File: config.mk
export PLATFORM = sky130hd
export DESIGN_NAME = iir_direct_form_one_filter
export DESIGN_NICKNAME = d
export VERILOG_FILES = /design/src/sv/iirdf1_pkg.sv /design/src/sv/iirdf1_cfg.sv /design/src/sv/iirdf1_ctrl.sv /design/src/sv/iirdf1_dp.sv /design/src/sv/iir_direct_form_one_filter.sv
export VERILOG_INCLUDE_DIRS = /design/src /design/src/sv
export SDC_FILE = /design/constraint.sdc
export NUM_CORES = 2
export LEC_CHECK = 0
export BUFFER_PORTS_ARGS = -buffer_cell sky130_fd_sc_hd__buf_2
export CORE_UTILIZATION = 25
export DETAILED_ROUTE_END_ITERATION = 16
export HOLD_SLACK_MARGIN = 0.1
export PLACE_DENSITY_LB_ADDON = 0.15
export SKIP_LAST_GASP = 1
export SYNTH_ARGS = -nofsm -noshare
export SYNTH_HDL_FRONTEND = slang
export SYNTH_HIERARCHICAL = 1
export SYNTH_SLANG_ARGS = --single-unit
File: constraint.sdc
create_clock -name clk_i -period 11.35 [get_ports clk_i]
set_input_delay 2.27 -clock clk_i [delete_from_list [all_inputs] [get_ports clk_i]]
set_output_delay 2.27 -clock clk_i [all_outputs]
set_load 0.02 [all_outputs]
File: src/sv/iir_direct_form_one_filter_assert.svh
// Assertion helpers; clocked on clk_i, disabled while rst_ni is low.
`ifndef IIR_DIRECT_FORM_ONE_FILTER_ASSERT_SVH
`define IIR_DIRECT_FORM_ONE_FILTER_ASSERT_SVH

`ifndef SYNTH
`define IIRDF1_ASSERT_SAME(lbl, ante, cons, msg) \
  lbl: assert property (@(posedge clk_i) disable iff (!rst_ni) (ante) |-> (cons)) \
    else $error(msg);
`define IIRDF1_ASSERT_NEXT(lbl, ante, cons, msg) \
  lbl: assert property (@(posedge clk_i) disable iff (!rst_ni) (ante) |=> (cons)) \
    else $error(msg);
`else
`define IIRDF1_ASSERT_SAME(lbl, ante, cons, msg)
`define IIRDF1_ASSERT_NEXT(lbl, ante, cons, msg)
`endif

`endif

File: src/sv/iirdf1_pkg.sv
package iirdf1_pkg;

  localparam int SAMPLE_W  = 16;
  localparam int COEF_W    = 24;
  localparam int SCALE_W   = 16;
  localparam int SUM_W     = 24;
  localparam int PROD_W    = 2 * COEF_W;
  localparam int ACC_W     = 52;
  localparam int STEP_W    = 3;
  localparam int CFG_IDX_W = 3;
  localparam int FRAC_W    = 20;
  localparam int SCALE_FRAC_W = 8;

  // taps that carry a programmable weight; further taps weigh zero
  localparam int COEF_TAPS = 3;

  localparam int FF_TAPS_DEF = 3;
  localparam int FB_TAPS_DEF = 3;

  localparam logic signed [COEF_W-1:0]  B0_RESET    = 24'sd1048576;
  localparam logic signed [SCALE_W-1:0] SCALE_RESET = 16'sd256;

  typedef enum logic [CFG_IDX_W-1:0] {
    REG_B0    = 3'd0,
    REG_B1    = 3'd1,
    REG_B2    = 3'd2,
    REG_A1    = 3'd3,
    REG_A2    = 3'd4,
    REG_SCALE = 3'd5
  } reg_idx_e;

  typedef logic signed [COEF_W-1:0] coef_t;

  typedef struct packed {
    coef_t                     b0;
    coef_t                     b1;
    coef_t                     b2;
    coef_t                     a1;
    coef_t                     a2;
    logic signed [SCALE_W-1:0] scale;
  } coefs_t;

  typedef struct packed {
    logic              mul_en;
    logic              mul_scale;
    logic [STEP_W-1:0] step;
    logic              acc_clr;
    logic              acc_en;
    logic              acc_sub;
    logic              push;
    logic              out_load;
  } dp_cmd_t;

  typedef struct packed {
    logic out_free;
  } dp_sts_t;

  // round half up at bit FRAC_W, saturate to SUM_W bits
  function automatic logic signed [SUM_W-1:0] sat_sum(input logic signed [ACC_W-1:0] acc);
    logic signed [ACC_W-1:0]        t;
    logic signed [ACC_W-FRAC_W-1:0] s;
    logic signed [ACC_W-FRAC_W-1:0] hi;
    logic signed [ACC_W-FRAC_W-1:0] lo;
    t  = acc + (ACC_W'(1) <<< (FRAC_W - 1));
    s  = t[ACC_W-1:FRAC_W];
    hi = (ACC_W-FRAC_W)'({1'b0, {(SUM_W-1){1'b1}}});
    lo = -hi - (ACC_W-FRAC_W)'(1);
    if (s > hi) begin
      sat_sum = {1'b0, {(SUM_W-1){1'b1}}};
    end else if (s < lo) begin
      sat_sum = {1'b1, {(SUM_W-1){1'b0}}};
    end else begin
      sat_sum = s[SUM_W-1:0];
    end
  endfunction

  // round half up at bit SCALE_FRAC_W, saturate to SAMPLE_W bits
  function automatic logic signed [SAMPLE_W-1:0] sat_out(input logic signed [PROD_W-1:0] p);
    logic signed [PROD_W-1:0]              t;
    logic signed [PROD_W-SCALE_FRAC_W-1:0] s;
    logic signed [PROD_W-SCALE_FRAC_W-1:0] hi;
    logic signed [PROD_W-SCALE_FRAC_W-1:0] lo;
    t  = p + (PROD_W'(1) <<< (SCALE_FRAC_W - 1));
    s  = t[PROD_W-1:SCALE_FRAC_W];
    hi = (PROD_W-SCALE_FRAC_W)'({1'b0, {(SAMPLE_W-1){1'b1}}});
    lo = -hi - (PROD_W-SCALE_FRAC_W)'(1);
    if (s > hi) begin
      sat_out = {1'b0, {(SAMPLE_W-1){1'b1}}};
    end else if (s < lo) begin
      sat_out = {1'b1, {(SAMPLE_W-1){1'b0}}};
    end else begin
      sat_out = s[SAMPLE_W-1:0];
    end
  endfunction

endpackage

File: src/sv/iirdf1_cfg.sv
module iirdf1_cfg import iirdf1_pkg::*; (
  input  logic                 clk_i,
  input  logic                 rst_ni,
  input  logic                 cfg_we_i,
  input  logic [CFG_IDX_W-1:0] cfg_addr_i,
  input  logic [COEF_W-1:0]    cfg_wdata_i,
  output coefs_t               coefs_o
);

  coefs_t coefs_q;

  always_ff @(posedge clk_i or negedge rst_ni) begin
    if (!rst_ni) begin
      coefs_q.b0    <= B0_RESET;
      coefs_q.b1    <= '0;
      coefs_q.b2    <= '0;
      coefs_q.a1    <= '0;
      coefs_q.a2    <= '0;
      coefs_q.scale <= SCALE_RESET;
    end else if (cfg_we_i) begin
      case (reg_idx_e'(cfg_addr_i))
        REG_B0:    coefs_q.b0    <= cfg_wdata_i;
        REG_B1:    coefs_q.b1    <= cfg_wdata_i;
        REG_B2:    coefs_q.b2    <= cfg_wdata_i;
        REG_A1:    coefs_q.a1    <= cfg_wdata_i;
        REG_A2:    coefs_q.a2    <= cfg_wdata_i;
        REG_SCALE: coefs_q.scale <= cfg_wdata_i[SCALE_W-1:0];
        default: ;
      endcase
    end
  end

  assign coefs_o = coefs_q;

endmodule

File: src/sv/iirdf1_ctrl.sv
`include "iir_direct_form_one_filter_assert.svh"

module iirdf1_ctrl import iirdf1_pkg::*; #(
  parameter int FF_TAPS = FF_TAPS_DEF,
  parameter int FB_TAPS = FB_TAPS_DEF
) (
  input  logic    clk_i,
  input  logic    rst_ni,
  input  logic    in_valid_i,
  output logic    in_ready_o,
  input  dp_sts_t sts_i,
  output dp_cmd_t cmd_o
);

  localparam int NFF   = (FF_TAPS < COEF_TAPS) ? FF_TAPS : COEF_TAPS;
  localparam int NFB   = ((FB_TAPS < COEF_TAPS) ? FB_TAPS : COEF_TAPS) - 1;
  localparam int NSTEP = NFF + NFB;

  typedef enum logic [2:0] {
    S_IDLE,
    S_MAC,
    S_DRAIN,
    S_ROUND,
    S_SCALE,
    S_OUT
  } state_e;

  state_e            state_q, state_d;
  logic [STEP_W-1:0] step_q, step_d;
  logic [STEP_W-1:0] prev_step;

  assign prev_step = step_q - STEP_W'(1);

  always_comb begin
    state_d    = state_q;
    step_d     = step_q;
    cmd_o      = '0;
    in_ready_o = 1'b0;
    case (state_q)
      S_IDLE: begin
        in_ready_o = 1'b1;
        if (in_valid_i) begin
          // first product (b0 times the new sample) issues on the accept beat
          cmd_o.mul_en  = 1'b1;
          cmd_o.step    = '0;
          cmd_o.acc_clr = 1'b1;
          step_d        = STEP_W'(1);
          state_d       = (NSTEP > 1) ? S_MAC : S_DRAIN;
        end
      end
      S_MAC: begin
        cmd_o.mul_en  = 1'b1;
        cmd_o.step    = step_q;
        cmd_o.acc_en  = 1'b1;
        cmd_o.acc_sub = (prev_step >= STEP_W'(NFF));
        if (step_q == STEP_W'(NSTEP - 1)) begin
          state_d = S_DRAIN;
        end else begin
          step_d = step_q + STEP_W'(1);
        end
      end
      S_DRAIN: begin
        cmd_o.acc_en  = 1'b1;
        cmd_o.acc_sub = (NFB > 0);
        state_d       = S_ROUND;
      end
      S_ROUND: begin
        cmd_o.push = 1'b1;
        state_d    = S_SCALE;
      end
      S_SCALE: begin
        cmd_o.mul_en    = 1'b1;
        cmd_o.mul_scale = 1'b1;
        state_d         = S_OUT;
      end
      S_OUT: begin
        if (sts_i.out_free) begin
          cmd_o.out_load = 1'b1;
          state_d        = S_IDLE;
        end
      end
      default: state_d = S_IDLE;
    endcase
  end

  always_ff @(posedge clk_i or negedge rst_ni) begin
    if (!rst_ni) begin
      state_q <= S_IDLE;
      step_q  <= '0;
    end else begin
      state_q <= state_d;
      step_q  <= step_d;
    end
  end

  `IIRDF1_ASSERT_SAME(a_load_free, cmd_o.out_load, sts_i.out_free, "output register overwritten")
  `IIRDF1_ASSERT_NEXT(a_accept_starts, in_valid_i && in_ready_o,
                      state_q == S_MAC || state_q == S_DRAIN, "accept did not start MAC")
  `IIRDF1_ASSERT_NEXT(a_push_then_scale, cmd_o.push, cmd_o.mul_scale,
                      "scale product not issued after history push")
  `IIRDF1_ASSERT_SAME(a_mul_excl, cmd_o.mul_en, !cmd_o.push && !cmd_o.out_load,
                      "multiplier issued during round or output")

endmodule

File: src/sv/iirdf1_dp.sv
module iirdf1_dp import iirdf1_pkg::*; #(
  parameter int FF_TAPS = FF_TAPS_DEF,
  parameter int FB_TAPS = FB_TAPS_DEF
) (
  input  logic                       clk_i,
  input  logic                       rst_ni,
  input  coefs_t                     coefs_i,
  input  dp_cmd_t                    cmd_i,
  output dp_sts_t                    sts_o,
  input  logic signed [SAMPLE_W-1:0] sample_in_i,
  output logic                       out_valid_o,
  input  logic                       out_ready_i,
  output logic signed [SAMPLE_W-1:0] sample_out_o
);

  localparam int NFF  = (FF_TAPS < COEF_TAPS) ? FF_TAPS : COEF_TAPS;
  localparam int IH_D = (FF_TAPS > 1) ? FF_TAPS - 1 : 1;
  localparam int OH_D = (FB_TAPS > 1) ? FB_TAPS - 1 : 1;

  logic signed [SAMPLE_W-1:0] ih_q [IH_D];
  logic signed [SUM_W-1:0]    oh_q [OH_D];
  logic signed [SAMPLE_W-1:0] ih_tap [COEF_TAPS-1];
  logic signed [SUM_W-1:0]    oh_tap [COEF_TAPS-1];

  logic signed [SAMPLE_W-1:0] x_q;
  logic signed [SUM_W-1:0]    sum_q;
  logic signed [SUM_W-1:0]    sum_new;
  logic signed [PROD_W-1:0]   prod_q;
  logic signed [ACC_W-1:0]    acc_q;
  logic signed [ACC_W-1:0]    prod_ext;
  logic signed [COEF_W-1:0]   op_coef;
  logic signed [COEF_W-1:0]   op_data;
  logic [STEP_W-1:0]          ih_sel;
  logic [STEP_W-1:0]          fb_sel;
  logic                       out_valid_q;
  logic signed [SAMPLE_W-1:0] out_data_q;

  // only the first taps carry a weight; missing history reads as zero
  for (genvar k = 0; k < COEF_TAPS - 1; k++) begin : g_tap
    if (k < FF_TAPS - 1) begin : g_ih
      assign ih_tap[k] = ih_q[k];
    end else begin : g_ih0
      assign ih_tap[k] = '0;
    end
    if (k < FB_TAPS - 1) begin : g_oh
      assign oh_tap[k] = oh_q[k];
    end else begin : g_oh0
      assign oh_tap[k] = '0;
    end
  end

  assign ih_sel = cmd_i.step - STEP_W'(1);
  assign fb_sel = cmd_i.step - STEP_W'(NFF);

  always_comb begin
    if (cmd_i.mul_scale) begin
      op_coef = COEF_W'(coefs_i.scale);
      op_data = sum_q;
    end else if (cmd_i.step < STEP_W'(NFF)) begin
      case (cmd_i.step[1:0])
        2'd0:    op_coef = coefs_i.b0;
        2'd1:    op_coef = coefs_i.b1;
        default: op_coef = coefs_i.b2;
      endcase
      if (cmd_i.step == '0) begin
        op_data = COEF_W'(sample_in_i);
      end else begin
        op_data = COEF_W'(ih_tap[ih_sel[0]]);
      end
    end else begin
      op_coef = fb_sel[0] ? coefs_i.a2 : coefs_i.a1;
      op_data = oh_tap[fb_sel[0]];
    end
  end

  assign prod_ext = ACC_W'(prod_q);
  assign sum_new  = sat_sum(acc_q);

  always_ff @(posedge clk_i) begin
    if (cmd_i.mul_en) begin
      prod_q <= op_coef * op_data;
    end
    if (cmd_i.acc_clr) begin
      acc_q <= '0;
      x_q   <= sample_in_i;
    end else if (cmd_i.acc_en) begin
      acc_q <= cmd_i.acc_sub ? acc_q - prod_ext : acc_q + prod_ext;
    end
    if (cmd_i.push) begin
      sum_q <= sum_new;
    end
    if (cmd_i.out_load) begin
      out_data_q <= sat_out(prod_q);
    end
  end

  if (FF_TAPS > 1) begin : g_ih_shift
    always_ff @(posedge clk_i or negedge rst_ni) begin
      if (!rst_ni) begin
        for (int i = 0; i < IH_D; i++) ih_q[i] <= '0;
      end else if (cmd_i.push) begin
        for (int i = IH_D - 1; i > 0; i--) ih_q[i] <= ih_q[i-1];
        ih_q[0] <= x_q;
      end
    end
  end else begin : g_ih_none
    assign ih_q[0] = '0;
  end

  if (FB_TAPS > 1) begin : g_oh_shift
    always_ff @(posedge clk_i or negedge rst_ni) begin
      if (!rst_ni) begin
        for (int i = 0; i < OH_D; i++) oh_q[i] <= '0;
      end else if (cmd_i.push) begin
        for (int i = OH_D - 1; i > 0; i--) oh_q[i] <= oh_q[i-1];
        oh_q[0] <= sum_new;
      end
    end
  end else begin : g_oh_none
    assign oh_q[0] = '0;
  end

  always_ff @(posedge clk_i or negedge rst_ni) begin
    if (!rst_ni) begin
      out_valid_q <= 1'b0;
    end else if (cmd_i.out_load) begin
      out_valid_q <= 1'b1;
    end else if (out_ready_i) begin
      out_valid_q <= 1'b0;
    end
  end

  assign sts_o.out_free = !out_valid_q || out_ready_i;
  assign out_valid_o    = out_valid_q;
  assign sample_out_o   = out_data_q;

endmodule

File: src/sv/iir_direct_form_one_filter.sv
// Per input beat: b0 product on accept, MAC over the other weighted taps, drain,
//   round and push, level scale, output load once the output register is free.
//   NSTEP = min(FF_TAPS,3) + min(FB_TAPS,3) - 1 weighted taps. No new sample is taken
//   until output load; one shared 24x24 multiplier computes all tap and scale products.
// Reset (rst_ni low, async): histories clear, b0 = 1.0, level scale = 1.0, others 0.
module iir_direct_form_one_filter import iirdf1_pkg::*; #(
  parameter int FF_TAPS = FF_TAPS_DEF,
  parameter int FB_TAPS = FB_TAPS_DEF
) (
  input  logic                 clk_i,
  input  logic                 rst_ni,
  input  logic                 s_axis_tvalid,
  output logic                 s_axis_tready,
  input  logic [SAMPLE_W-1:0]  s_axis_tdata,   // [15:0] sample_in
  output logic                 m_axis_tvalid,
  input  logic                 m_axis_tready,
  output logic [SAMPLE_W-1:0]  m_axis_tdata,   // [15:0] sample_out
  input  logic                 cfg_we_i,
  input  logic [CFG_IDX_W-1:0] cfg_addr_i,
  input  logic [COEF_W-1:0]    cfg_wdata_i
);

  coefs_t  coefs;
  dp_cmd_t cmd;
  dp_sts_t sts;

  iirdf1_cfg u_cfg (
    .clk_i       (clk_i),
    .rst_ni      (rst_ni),
    .cfg_we_i    (cfg_we_i),
    .cfg_addr_i  (cfg_addr_i),
    .cfg_wdata_i (cfg_wdata_i),
    .coefs_o     (coefs)
  );

  iirdf1_ctrl #(
    .FF_TAPS (FF_TAPS),
    .FB_TAPS (FB_TAPS)
  ) u_ctrl (
    .clk_i      (clk_i),
    .rst_ni     (rst_ni),
    .in_valid_i (s_axis_tvalid),
    .in_ready_o (s_axis_tready),
    .sts_i      (sts),
    .cmd_o      (cmd)
  );

  iirdf1_dp #(
    .FF_TAPS (FF_TAPS),
    .FB_TAPS (FB_TAPS)
  ) u_dp (
    .clk_i        (clk_i),
    .rst_ni       (rst_ni),
    .coefs_i      (coefs),
    .cmd_i        (cmd),
    .sts_o        (sts),
    .sample_in_i  (s_axis_tdata),
    .out_valid_o  (m_axis_tvalid),
    .out_ready_i  (m_axis_tready),
    .sample_out_o (m_axis_tdata)
  );

endmodule
==> Yosys cells after proc, flatten, opt, wreduce, memory -nomap -nowiden <==
Index checks and enable logic that the tools add are counted.
{ "totals": {"word_cells": 106, "out_inout_bits": 18, "mem_bits_ro": 0, "ramBits": 0, "latch_bits": 0, "memories": 0, "regBits": 379} }
{ "classes": {"n_div": 0, "n_eq_ne": 16, "muxes": 36, "n_reduce_logical": 17, "shifts": 0, "n_addsub": 8, "n_bitwise": 2, "multipliers": 1, "order_cmp": 8} }
{ "ops": {"columns": ["op", "n"], "rows": [
  ["24-bit 2-to-1 mux", 11],
  ["16-bit 2-to-1 mux", 4],
  ["52-bit by 21-bit adder with 52-bit output, second input constant", 1],
  ["52-bit by 48-bit adder with 52-bit output", 1],
  ["52-bit 2-to-1 mux", 1],
  ["52-bit by 48-bit subtractor with 52-bit output", 1],
  ["48-bit by 9-bit adder with 48-bit output, second input constant", 1],
  ["24-bit by 24-bit multiplier with 48-bit output", 1],
  ["24-bit one-hot mux with 2 select lines", 1],
  ["40-bit by 16-bit greater-than comparator with 1-bit output, second input constant", 1],
  ["40-bit by 16-bit less-than comparator with 1-bit output, second input constant", 1],
  ["32-bit by 24-bit greater-than comparator with 1-bit output, second input constant", 1],
  ["32-bit by 24-bit less-than comparator with 1-bit output, second input constant", 1],
  ["3-bit one-hot mux with 6 select lines", 1],
  ["3-bit equality test, second input constant", 5],
  ["3-bit by 2-bit equality test with 1-bit output, second input constant", 4],
  ["3-bit 2-to-1 mux", 4],
  ["3-bit one-hot mux with 2 select lines", 2],
  ["2-bit AND reduction", 6],
  ["1-bit 2-to-1 mux", 10],
  ["3-bit zero test", 3],
  ["3-bit by 1-bit equality test with 1-bit output, second input constant", 2],
  ["2-bit inequality test, second input constant", 3],
  ["3-bit AND reduction", 2],
  ["other kinds (16)", 20]
]} }

==> Longest topological paths before layout <==
{ "depth": {"ltp_word": 11, "ltp_mapped": 38, "depth_no_buf": 33} }

==> Hierarchy <==
Netlist, hierarchy kept.
{ "by_module_without_submodules": {"columns": ["module", "instances", "cells_per_inst", "area_each_um2"], "rows": [
  ["iirdf1_dp", 1, 4197, 37813.8],
  ["iirdf1_cfg", 1, 293, 5397.7],
  ["iirdf1_ctrl", 1, 49, 480.5]
]} }

==> Least setup slack after synthesis <==
Ideal clock, no wire load.
{ "synth_timing": {"path_type": "input to register", "start": "input s_axis_tdata[1]", "end": "register u_dp.prod_q[44], data pin", "t_arrival_ns": 9.928, "t_required_ns": 11.086, "setup_slack_ns": 1.158, "setup_ns": 0.264, "cell_stages": 30, "n_path_buf": 2, "path_cell_list": "nor2b_1 -> a211oi_1 -> a21oi_1 -> o22ai_1 -> nor2_1 -> a21oi_1 -> clkbuf_1 -> nor2_1 -> fa_1 -> fa_1 -> inv_1 -> fa_1 -> inv_1 -> fa_1 -> fa_1 -> inv_1 -> fa_1 -> fa_1 -> inv_1 -> ha_1 -> clkbuf_1 -> a21oi_1 -> nor2b_1 -> o21ai_0 -> nand2b_1 -> a21o_1 -> a21o_1 -> a21o_1 -> a221oi_1 -> xnor2_1"} }
{ "synth_via": {"elab_chain_cells": 4} }
{ "synth_rtl": {"columns": ["item", "line", "text"], "rows": [
  ["start: declaration", "iir_direct_form_one_filter.sv:14", "input logic [SAMPLE_W-1:0] s_axis_tdata,"],
  ["24-bit 2-to-1 mux", "iirdf1_dp.sv:65", "if (cmd_i.step == '0) begin"],
  ["24-bit 2-to-1 mux", "iirdf1_dp.sv:59", "end else if (cmd_i.step < STEP_W'(NFF)) begin"],
  ["24-bit 2-to-1 mux", "iirdf1_dp.sv:56", "if (cmd_i.mul_scale) begin"],
  ["24-bit by 24-bit multiplier with 48-bit output", "iirdf1_dp.sv:81", "prod_q <= op_coef * op_data;"],
  ["end signal: assignment", "iirdf1_dp.sv:81", null],
  ["end: declaration", "iirdf1_dp.sv:28", "logic signed [PROD_W-1:0] prod_q;"]
]} }
Every way passes these cells.
A chain may end at the register's enable or synchronous reset.

==> flow_summary.yaml <==
global_route:
  overflow: 0
  grt_pass1_wl_um: 215000
  grt_usage: 0.161
  grt_pass1_vias: 33900
  grt_max_degree: 93
  antenna_found_initial: 3
synth:
  synth_seq_cells: 379
  yosys-top-cells-area: "fa_1, dfrtp_1, edfxtp_1"
  netlist.top_cell.by_area: "fa_1"
  synth_area_sq_mm: 0.0437
  postSynth.asyncResetShare: 0.588
  synth-seq-area-share: 0.223
  synth_ff_type: "dfrtp_1"
  synth_edf_count: 104
  synth_warnings: 6
  syn_nets: 5387
  yosysTopAreaCellShare: 0.279
  synthCells: 4539
  synthDistinctLibCells: 108
  synth.most_common_cell: "inv_1"
  ys_top_cells_by_count: "inv_1, fa_1, nor2_1"
  avgSynthCellArea_sq_um: 9.63
floorplan:
  design.die.area_sq_mm: 0.176
  dieWidth_um: 420
  ios: 66
  initial_core_util: 0.252
  placementRows: 153
  die_y_um: 420
  coreArea_sq_mm: 0.174
setup_path:
  cp-end-kind: "flip-flop"
  timing.critical_path.mode_cell: "fa_1"
  cp_data_arrival_time_ns: 10.83
  required_ns: 11.73
  timing.rr.end: "u_dp/prod_q[46]$_DFFE_PP_"
  slowest_stage: "a21oi_4"
  cp_slowest_stage_delay_ns: 0.74
  ff2ff_path_depth: 31
  worst_setup_path_start_kind: "flip-flop"
  r2r_setup_slack_ns: 0.90
  crit_path_max_fanout: 22
  r2r_start: "u_ctrl/state_q[1]$_DFFE_PN0P_"
  crit_type: "reg -> reg"
run_status:
  violations: "design-rule violations"
  outcome: "finished with violations"
clock_network:
  numCtsBuffers: 49
  postCtsHoldBufs: 0
  clk_latency_ns: 0.66
  clockRootBuffer: "clkbuf_16"
  cts_setup_buffers: 0
  htreeDepth: 2
  cts_buffer_depth: 3
  cts_tree: "built"
  clkTransAtPathRegs_ns: 0.06
  cts_num_sinks: 379
  cts_resized: 0
placed_design:
  preCtsSetupSlack_ns: 0.655
  io_buffers: 65
  placed_cell_area_sq_mm: 0.0470
  dp_hpwl_um: 112000
  place_congestion: 0.855
worst_hold_path:
  min_from: "u_dp/x_q[3]$_DFFE_PP_"
  hp-class: "reg -> reg"
  hold-path-cell-count: 1
  min_to: "u_dp/ih_q[19]$_DFFE_PN0P_"
finish:
  antenna_cells: 0
  final_area_sq_mm: 0.0487
  drive_above_1_share: 0.129
  fin_nets: 5386
  areaGrowthSynthToFinish_pct: 11.4
  fillerInstances: 18500
  final_util: 0.280
drt:
  wire_per_inst_um: 20.3
  avgViaCountPerCell: 4.67
  final_antenna_net_count: 0
  drt_iter0_drc: 2015
  drc: 2
  drt_first_pass_iters: 13
  dr_total_vias: 32200
  routed_wl_um: 140000
timing:
  rsz0062_at_grt: "no"
  hold_violations: 0
  fin_ws_ns: 0.900
  tns_ns: 0
  worst_pin_slew_ns: 1.07
  slew_viol_final: 0
  period_needed_ns: 10.45
  fmax_ghz: 0.0957
  clock_skew_ns: 0.0507
  period_share: 0.921
  slew_headroom: 0.281
  setup_viol: 0
run:
  drv_cap: 0
[routing by layer]
layer | part of all wire | GRT usage | vias to the layer above
met1 | 0.45 | 0.218 | 16800
met2 | 0.49 | 0.271 | 536
met5 | 0 | 0 | -
li1 | - | - | 14800
met4 | 0.029 | 0.0479 | 0
met3 | 0.031 | 0.0148 | 162
[per-stage QoR]
| step | hold WS (ns) | instances |
|---|---|---|
| after global routing | 0.479 | 6903 |
| after floorplan | 0.454 | 4539 |
| after detailed placement | 0.466 | 6812 |
| final | 0.476 | 6903 |
| after global placement | 0.458 | 6812 |
| after CTS | 0.480 | 6903 |
[state kept, by name, summed over array words and instances (netlist names)]
register	count
u_dp/sample_out_o	16
u_ctrl/state_q	3
u_dp/sum_q	24
u_dp/out_valid_o	1
u_dp/acc_q	52
u_cfg/coefs_o	136
u_dp/oh_q	48
u_dp/ih_q	32
u_ctrl/step_q	3
u_dp/x_q	16
u_dp/prod_q	48
[worst max-delay path, delay by kind of cell (launching register included)]
kind | cells | cell delay [ns]
XOR/XNOR | 1 | 0.24
flip-flops | 1 | 0.63
AND/OR/NAND/NOR | 5 | 0.96
buffers and inverters | 8 | 1.25
adder cells (fa/ha/maj) | 8 | 4.04
AO/OA/AOI/OAI | 9 | 3.00
[how the worst max path moves through the flow]
stage                                        startpoint                         to  depth (start not counted)
after floorplan                         s_axis_tdata[1]  u_dp/prod_q[44]$_DFFE_PP_                         30
after detailed placement               s_axis_tdata[13]  u_dp/prod_q[47]$_DFFE_PP_                         31
after global routing      u_ctrl/state_q[1]$_DFFE_PN0P_  u_dp/prod_q[46]$_DFFE_PP_                         31
final                     u_ctrl/state_q[1]$_DFFE_PN0P_  u_dp/prod_q[46]$_DFFE_PP_                         31
after global placement                 s_axis_tdata[13]  u_dp/prod_q[46]$_DFFE_PP_                         30
after CTS                 u_ctrl/state_q[1]$_DFFE_PN0P_  u_dp/prod_q[46]$_DFFE_PP_                         31
[cells in the final DEF (no fill, tap or decap), drive strengths merged, types with 10 or more instances in the layout]
cell type  count
a211o         17
mux2         222
ha           192
a311o         14
buf          187
nand4         31
o21a          18
dfrtp        221
nand3         67
a31oi         49
or3           10
o31ai         27
a21oi        158
o21ai        113
inv          688
fa           608
nor2         502
and2          21
nor3          43
nor3b         11
a21o          46
edfxtp       104
mux2i        103
and3          33
nor4          11
o21bai        17
a21bo         12
dfxtp         52
xor2          45
nand2b        46
o211ai        14
xnor2        143
nor2b         71
clkinv        15
o22ai         40
nand2        388
o31a          14
clkbuf        66
a211oi        48
[final cells by class]
| class | count | area, sq um | area share |
|---|---|---|---|
| Clock buffer | 66 | 1360 | 0.0280 |
| Clock inverter | 25 | 317 | 0.00650 |
| Inverter | 686 | 2570 | 0.0529 |
| Multi-Input combinational cell | 3235 | 30500 | 0.626 |
| Sequential cell | 379 | 9750 | 0.200 |
| Tap cell | 2325 | 2910 | 0.0598 |
| Timing Repair Buffer | 187 | 1310 | 0.0270 |
[kinds of logic (layout without fill, tap and decap cells)]
kind of cell,Yosys count,in the layout,synth area share
flops,379,379,0.223
compound gates,639,639,0.0975
simple gates,1283,1283,0.137
mux,325,325,0.0863
buf+inv,925,964,0.0847
xor+xnor,188,188,0.0377
fa+ha+maj,800,800,0.334
Power is left out: the tool's default activity adds up to more than one toggle a clock period on the data nets, which glitch-free logic cannot reach.
